[src/hdl/ulre_pkg.sv]
// shared types and character codes for the uart receive ring line editor
package ulre_pkg;

   // control characters seen by the line editor
   localparam logic [7:0] CH_CR  = 8'h0d;
   localparam logic [7:0] CH_LF  = 8'h0a;
   localparam logic [7:0] CH_BS  = 8'h08;
   localparam logic [7:0] CH_DEL = 8'h7f;

   // request kinds
   localparam logic REQ_RX_BYTE   = 1'b0;
   localparam logic REQ_READ_LINE = 1'b1;

   // line_capacity register width and reset value
   localparam int unsigned CAP_W = 7;
   localparam logic [CAP_W-1:0] CAP_RESET = 7'd64;

   // sequencer states
   typedef enum logic [2:0] {
      ST_IDLE  = 3'b001,
      ST_DRAIN = 3'b010,
      ST_EMIT  = 3'b100
   } state_type;

   // decision of the edit unit for one ring byte
   typedef struct packed {
      logic finish;   // line terminator on a non-empty line
      logic erase;    // drop the last character
      logic append;   // store the byte at the current length
   } edit_type;

endpackage

[src/hdl/ulre_line_edit.sv]
// edit unit: classifies one ring byte against the current line state
module ulre_line_edit #(
   parameter int unsigned LEN_W = 6
) (
   input  logic [7:0]       ch,
   input  logic [LEN_W-1:0] line_len,
   input  logic [LEN_W-1:0] line_limit,
   output ulre_pkg::edit_type edit
);
   import ulre_pkg::*;

   logic is_end;
   logic is_erase;
   logic is_empty;

   // character classes
   always_comb begin
      is_end   = (ch == CH_CR) || (ch == CH_LF);
      is_erase = (ch == CH_BS) || (ch == CH_DEL);
      is_empty = (line_len == '0);
   end

   // terminators on an empty line and erase on an empty line do nothing
   always_comb begin
      edit.finish = is_end && !is_empty;
      edit.erase  = is_erase && !is_empty;
      edit.append = !is_end && !is_erase && (line_len < line_limit);
   end

endmodule

[src/hdl/uart_rx_ring_line_editor.sv]
// top level: receive ring fifo, line store and drain/emit sequencer
//
// A byte event (req_type 0) gives no result; the byte is dropped when the
// ring already holds RING_DEPTH-1 bytes. A read request (req_type 1) is
// accepted, then the edit unit consumes ring bytes one per cycle until a line
// finishes or the ring is seen empty, then the line characters are emitted
// one per cycle; there is a single ring read port. With line_capacity below
// two the request is answered right away and busy never rises. Results come
// out on rsp_valid one per cycle, with no way for the receiver to hold them
// off, so it must take every strobe. A request with no finished line gives
// one result with line_ready 0 and last 1. busy is high from the cycle after
// acceptance and falls in the cycle that the last result is on the ports.
// The line_capacity register may be written at any cycle the block is idle.
module uart_rx_ring_line_editor #(
   parameter int unsigned RING_DEPTH = 128,
   parameter int unsigned LINE_DEPTH = 64
) (
   input  logic                      clock,
   input  logic                      reset,
   // request channel
   input  logic                      start,
   output logic                      busy,
   input  logic                      req_type,
   input  logic [7:0]                req_rx_data,
   // response channel
   output logic                      rsp_valid,
   output logic                      rsp_line_ready,
   output logic [7:0]                rsp_line_char,
   output logic [5:0]                rsp_char_index,
   output logic                      rsp_last,
   // configuration channel
   input  logic                      csr_valid,
   output logic                      csr_ready,
   input  logic [ulre_pkg::CAP_W-1:0] csr_data
);
   import ulre_pkg::*;

   localparam int unsigned PTR_W = $clog2(RING_DEPTH);
   localparam int unsigned LEN_W = $clog2(LINE_DEPTH);
   localparam logic [PTR_W-1:0] PTR_LAST = PTR_W'(RING_DEPTH - 1);
   localparam logic [CAP_W-1:0] CAP_MAX  = CAP_W'(LINE_DEPTH);
   localparam logic [CAP_W-1:0] CAP_MIN  = CAP_W'(2);

   // storage
   logic [7:0] ring_mem [RING_DEPTH];
   logic [7:0] line_mem [LINE_DEPTH];

   state_type        state_ff, state_in;
   logic [PTR_W-1:0] head_ff, head_in;
   logic [PTR_W-1:0] tail_ff, tail_in;
   logic [LEN_W-1:0] len_ff, len_in;
   logic [LEN_W-1:0] limit_ff, limit_in;
   logic [LEN_W-1:0] idx_ff, idx_in;
   logic [CAP_W-1:0] cap_ff, cap_in;
   logic [7:0]       ring_rd_ff;
   logic [7:0]       line_rd_ff;
   logic             rsp_valid_ff, rsp_valid_in;
   logic             rsp_ready_ff, rsp_ready_in;
   logic [7:0]       rsp_char_ff, rsp_char_in;
   logic [LEN_W-1:0] rsp_idx_ff, rsp_idx_in;
   logic             rsp_last_ff, rsp_last_in;

   logic             accept;
   logic [PTR_W-1:0] head_next;
   logic [PTR_W-1:0] tail_next;
   logic [PTR_W-1:0] ring_rd_addr;
   logic [LEN_W-1:0] line_rd_addr;
   logic             ring_we;
   logic             line_we;
   edit_type         edit;

   // pointer increments with wrap at the ring depth
   always_comb begin
      head_next = (head_ff == PTR_LAST) ? '0 : head_ff + 1'b1;
      tail_next = (tail_ff == PTR_LAST) ? '0 : tail_ff + 1'b1;
   end

   assign accept    = start && (state_ff == ST_IDLE);
   assign busy      = (state_ff != ST_IDLE);
   assign csr_ready = 1'b1;

   // single edit unit, one ring byte per cycle
   ulre_line_edit #(
      .LEN_W(LEN_W)
   ) u_edit (
      .ch        (ring_rd_ff),
      .line_len  (len_ff),
      .line_limit(limit_ff),
      .edit      (edit)
   );

   // read addresses run one step ahead so data is ready when consumed
   always_comb begin
      ring_rd_addr = (state_ff == ST_DRAIN) ? tail_next : tail_ff;
      line_rd_addr = (state_ff == ST_EMIT) ? idx_ff + 1'b1 : '0;
   end

   // sequencer
   always_comb begin
      state_in     = state_ff;
      head_in      = head_ff;
      tail_in      = tail_ff;
      len_in       = len_ff;
      limit_in     = limit_ff;
      idx_in       = idx_ff;
      cap_in       = cap_ff;
      ring_we      = 1'b0;
      line_we      = 1'b0;
      rsp_valid_in = 1'b0;
      rsp_ready_in = 1'b0;
      rsp_char_in  = '0;
      rsp_idx_in   = '0;
      rsp_last_in  = 1'b1;

      if (csr_valid && csr_ready) begin
         cap_in = csr_data;
      end

      case (state_ff)
         ST_IDLE: begin
            if (accept) begin
               if (req_type == REQ_RX_BYTE) begin
                  if (head_next != tail_ff) begin
                     ring_we = 1'b1;
                     head_in = head_next;
                  end
               end else if (cap_ff < CAP_MIN) begin
                  rsp_valid_in = 1'b1;
               end else begin
                  limit_in = (cap_ff >= CAP_MAX) ? LEN_W'(LINE_DEPTH - 1)
                                                 : LEN_W'(cap_ff - 1'b1);
                  state_in = ST_DRAIN;
               end
            end
         end
         ST_DRAIN: begin
            if (tail_ff == head_ff) begin
               rsp_valid_in = 1'b1;
               state_in     = ST_IDLE;
            end else begin
               tail_in = tail_next;
               if (edit.finish) begin
                  idx_in   = '0;
                  state_in = ST_EMIT;
               end else if (edit.erase) begin
                  len_in = len_ff - 1'b1;
               end else if (edit.append) begin
                  line_we = 1'b1;
                  len_in  = len_ff + 1'b1;
               end
            end
         end
         ST_EMIT: begin
            rsp_valid_in = 1'b1;
            rsp_ready_in = 1'b1;
            rsp_char_in  = line_rd_ff;
            rsp_idx_in   = idx_ff;
            rsp_last_in  = (idx_ff == len_ff - 1'b1);
            idx_in       = idx_ff + 1'b1;
            if (rsp_last_in) begin
               len_in   = '0;
               state_in = ST_IDLE;
            end
         end
         default: begin
            state_in = ST_IDLE;
         end
      endcase
   end

   // control registers
   always_ff @(posedge clock) begin
      if (reset) begin
         state_ff     <= ST_IDLE;
         head_ff      <= '0;
         tail_ff      <= '0;
         len_ff       <= '0;
         cap_ff       <= CAP_RESET;
         rsp_valid_ff <= 1'b0;
      end else begin
         state_ff     <= state_in;
         head_ff      <= head_in;
         tail_ff      <= tail_in;
         len_ff       <= len_in;
         cap_ff       <= cap_in;
         rsp_valid_ff <= rsp_valid_in;
      end
   end

   // payload registers
   always_ff @(posedge clock) begin
      limit_ff     <= limit_in;
      idx_ff       <= idx_in;
      rsp_ready_ff <= rsp_ready_in;
      rsp_char_ff  <= rsp_char_in;
      rsp_idx_ff   <= rsp_idx_in;
      rsp_last_ff  <= rsp_last_in;
   end

   // ring memory
   always_ff @(posedge clock) begin
      if (ring_we) begin
         ring_mem[head_ff] <= req_rx_data;
      end
      ring_rd_ff <= ring_mem[ring_rd_addr];
   end

   // line memory
   always_ff @(posedge clock) begin
      if (line_we) begin
         line_mem[len_ff] <= ring_rd_ff;
      end
      line_rd_ff <= line_mem[line_rd_addr];
   end

   // response ports
   assign rsp_valid      = rsp_valid_ff;
   assign rsp_line_ready = rsp_ready_ff;
   assign rsp_line_char  = rsp_char_ff;
   assign rsp_char_index = 6'(rsp_idx_ff);
   assign rsp_last       = rsp_last_ff;

endmodule
[config.mk]
export PLATFORM = sky130hd
export DESIGN_NAME = uart_rx_ring_line_editor
export DESIGN_NICKNAME = d
export VERILOG_FILES = /design/src/hdl/ulre_pkg.sv /design/src/hdl/ulre_line_edit.sv /design/src/hdl/uart_rx_ring_line_editor.sv
export SDC_FILE = /design/constraint.sdc
export NUM_CORES = 2
export LEC_CHECK = 0
export BUFFER_PORTS_ARGS = -buffer_cell sky130_fd_sc_hd__buf_4
export CELL_PAD_IN_SITES_DETAIL_PLACEMENT = 0
export CELL_PAD_IN_SITES_GLOBAL_PLACEMENT = 1
export CORE_ASPECT_RATIO = 1.25
export CORE_UTILIZATION = 57
export CTS_CLUSTER_SIZE = 10
export DETAILED_ROUTE_END_ITERATION = 7
export PLACE_DENSITY = 0.9
export RECOVER_POWER = 50
export SYNTH_ARGS = -nofsm -noshare
export SYNTH_HDL_FRONTEND = slang
export SYNTH_HIERARCHICAL = 1
export SYNTH_SLANG_ARGS = --single-unit
[constraint.sdc]
create_clock -name clock -period 6.55 [get_ports clock]
set_input_delay 0.655 -clock clock [delete_from_list [all_inputs] [get_ports clock]]
set_output_delay 0.655 -clock clock [all_outputs]
set_load 0.03 [all_outputs]
==> summary.md <==
| Metric | Value |
|---|---|
| Run status | finished, violations left |
| Failing checks | max-capacitance violations, max-slew violations |
| Nets | 4672 |
| Worst Hold Depth | 2 |
| Final setup margin | 0.977 ns |
| Critical path type | in -> reg |
| Die W | 303 um |
| Yosys top cell area share | around 72% |
| Synth area leader | edfxtp_1 |
| Critical Path AT | 5.71 ns |
| Storage cell area | about 0.048 mm^2 |
| Final core occ | a little under two thirds |
| Final setup fails | 0 |
| Total Power | slightly above 0.02 W |
| Final min period | 5.57 ns |
| Critical path peak fanout | 65 |
| Initial Util | just under 60% |
| Mux share of post-synthesis cell area | 4.29% |
| Synth area leaders | edfxtp_1, nand2_1, nand3_1, mux2i_1, dfxtp_1 |
| Max-slew violations | 1485 |
| Syn avg cell area | about 14 um^2 |
| Final Skew | 0.0418 ns |
| Routability cong. | ~0.9 |
| Relative slew slack | -183% |
| WL/cell | 26.8 um |
| RSZ-0062 raised after global routing | false |
| Vias per inst | 6.47 |
| CTS H-tree lvls | 4 |
| CTS Hold Bufs | 0 |
| Most frequent cell after synthesis | edfxtp_1 |
| Row count | 137 |
| Synth Area in Compound Gates | roughly 5.7% |
| TritonCTS buffer count | 179 |
| Post-synth ARST share | 0% |
| Vias in the first global route | 39.3k |
| Post-CTS setup buffer count | 0 |
| Clk sinks | 1611 |
| Simple-Gate Fraction of Synth Area | about an eighth |
| Clk Latency, worst-skew pair | between 0.8 and 0.9 ns |
| Top post-synthesis cells by count | edfxtp_1, nand2_1, nand3_1 |
| Worst R2R Path Depth | 10 |
| Setup crit start kind | input port |
| Req. time, crit path | 6.68 ns |
| Synthesized Nets | 4672 |
| Synthesized instance count | 4641 |
| CP top delay family | buffers and inverters |
| Final WL | 166000 um |
| Seq/Total Area, Yosys | 74.0% |
| Setup TNS | 0 ns |
| Leak | between 20 and 25 nW |
| Clock buffer depth | 3 |
| Post-synthesis adder-cell area fraction | 0.213% |
| Wire length of the first global-routing pass | 246000 um |
| Largest net degree at the start of global routing | 140 |
| Top FF cell, synth | edfxtp_1 |
| Hold WC Path Type | in -> reg |
| Slew of the pin with the lowest slew margin | 4.25 ns |
| Synthesized area | 0.0645 mm^2 |
| Post-CTS Resized | 0 |
| Residual DRC | 0 |
| Fin crit share | 85.1% |
| Slowest stage cell, crit path | clkbuf_1 |
| Main combinational cell family by area after synthesis | simple AND/OR/NAND/NOR gates |
| Number of flops mapped to enable cells by yosys | 1548 |
| Pwr Density | 292 mW/mm^2 |
| Detailed placer's ending HPWL | 99900 um |
| Core Area | 0.112 mm^2 |
| CP Capture Type | flop |
| Dpl ws | 1.66 ns |
| Total global routing overflow | 0 |
| Die Height | 378 um |
| Fill cell count | 7864 |
| IO Pins | 39 |
| DRT iter0 DRCs | approximately 4.6k |
| Global-route usage over all layers | a little under 30% |
| Worst-path cell chain | clkbuf_1 > clkbuf_1 |
| Root Buffer | clkbuf_16 |
| Die area | 0.115 mm^2 |
| Area occupied by multi-input gates | around 0.016 mm^2 |
| Max Cap Viol | 23 |
| DRT antenna net count | 0 |
| Max stage delay on crit path | 2.53 ns |
| Drt first pass iters | 8 |
| Fin. Hold Viols | 0 |
| Synth-to-Final Area Change | 10.3% |
| PortBufs | 37 |
| Netlist cell types | 73 |
| Final Non-Filler Cells | 6202 |
| CP dominant cell by count | clkbuf_1 |
| Number of synthesized register bits | 1611 |
| Buf+Inv Stages, Crit Path | 2 |
| CP Depth | 2 |
| Xor/xnor share of the synthesized area | 0.475% |
| Clock-pin slew on the worst setup and hold paths | ~0.050 ns |
| CTS tree | built |
| Via count | ~40k |
| Placed insts | 5919 |
| Share of cells above drive strength 1 | 7.51% |
| Fmax | 179 MHz |
| VDD IR max | 0.284 mV |
| Ys Warns | 6 |
| Initial antenna violation count | 3 |
kinds of logic (layout without fill, tap and decap cells):
| kind of cell | after synthesis | in the layout |
|---|---|---|
| xor+xnor | 35 | 35 |
| fa+ha+maj | 11 | 11 |
| flops | 1611 | 1611 |
| compound gates | 495 | 495 |
| other cells | 1 | 4 |
| mux | 218 | 218 |
| simple gates | 1952 | 1952 |
| buf+inv | 318 | 417 |
flip-flops by register name (all words and copies together) (netlist names):
signal          flops
cap_ff              7
head_ff             7
idx_ff              6
len_ff              6
limit_ff            6
line_mem          512
line_rd_ff          8
ring_mem         1024
ring_rd_ff          8
rsp_char_index      6
rsp_last            1
rsp_line_char       8
rsp_line_ready      1
rsp_valid           1
state_ff            3
tail_ff             7
layout make-up:
type | instances | share of cell area, %
flip-flops and latches | 1611 | 67.1
clock inverters | 17 | 0.480
well taps | 1459 | 2.56
clock buffers | 263 | 6.73
repair buffers | 113 | 1.07
multi-input cells | 2712 | 22.0
diodes | 3 | 0.0105
inverters | 24 | 0.132
routing by layer:
metal | GRT usage [%] | up-vias | share of wire (%) | routed length, um
met5 | 0 | - | 0 | 0
met4 | 16.5 | 0 | 5.7 | 9530
met3 | 4.34 | 469 | 8.4 | 13900
li1 | - | 17500 | - | -
met2 | 49.4 | 2296 | 51 | 84000
met1 | 35.8 | 19800 | 35 | 58600
stage by stage:
| step | hold WS (ns) | instance area [um^2] |
|---|---|---|
| 2_1_floorplan | 0.406 | 64500 |
| 3_3_place_gp | 0.460 | 66200 |
| 3_5_place_dp | 0.464 | 66200 |
| 4_1_cts | 0.0691 | 71400 |
| 5_1_grt | 0.103 | 71200 |
| 6_report | 0.112 | 71200 |
placed cells by master (no fill, tap or decap), drive strengths merged, types with 5 or more instances in the layout:
cell type,instances
xnor2,26
inv,27
a31o,7
mux4,47
a22oi,20
o221ai,64
edfxtp,1548
o21ai,12
xor2,9
clkbuf,303
nand2,954
nand3,472
a21boi,5
a41o,8
a211o,5
mux2i,171
a21oi,99
a221oi,7
buf,73
nor2,276
or4,10
nand3b,7
nand4,63
and3,22
nor2b,44
ha,11
nor3,32
and2,18
a32oi,53
nand2b,17
a211oi,65
a31oi,53
clkinv,14
or3,7
a22o,6
a311oi,70
dfxtp,63
report_power, final:
| group | switching (W) | leakage (nW) | internal, W |
|---|---|---|---|
| sequential | 0.0000235 | 14.4 | 0.0114 |
| combinational | 0.000344 | 6.19 | 0.0000778 |
| clock | 0.00391 | 2.45 | 0.00506 |
| total | 0.00428 | 23.0 | 0.0165 |
worst paths after layout:
| check | startpoint | to | slack (ns) |
|---|---|---|---|
| max reg2reg | tail_ff[1] | ring_rd_ff[6] | 1.69 |
| max | req_rx_data[4] | ring_mem[41][4] | 0.98 |
| min | csr_data[6] | cap_ff[6] | 0.11 |
| min reg2reg | line_rd_ff[0] | rsp_line_char[0] | 0.47 |
Note: power is estimated with default switching activity, not from simulation.
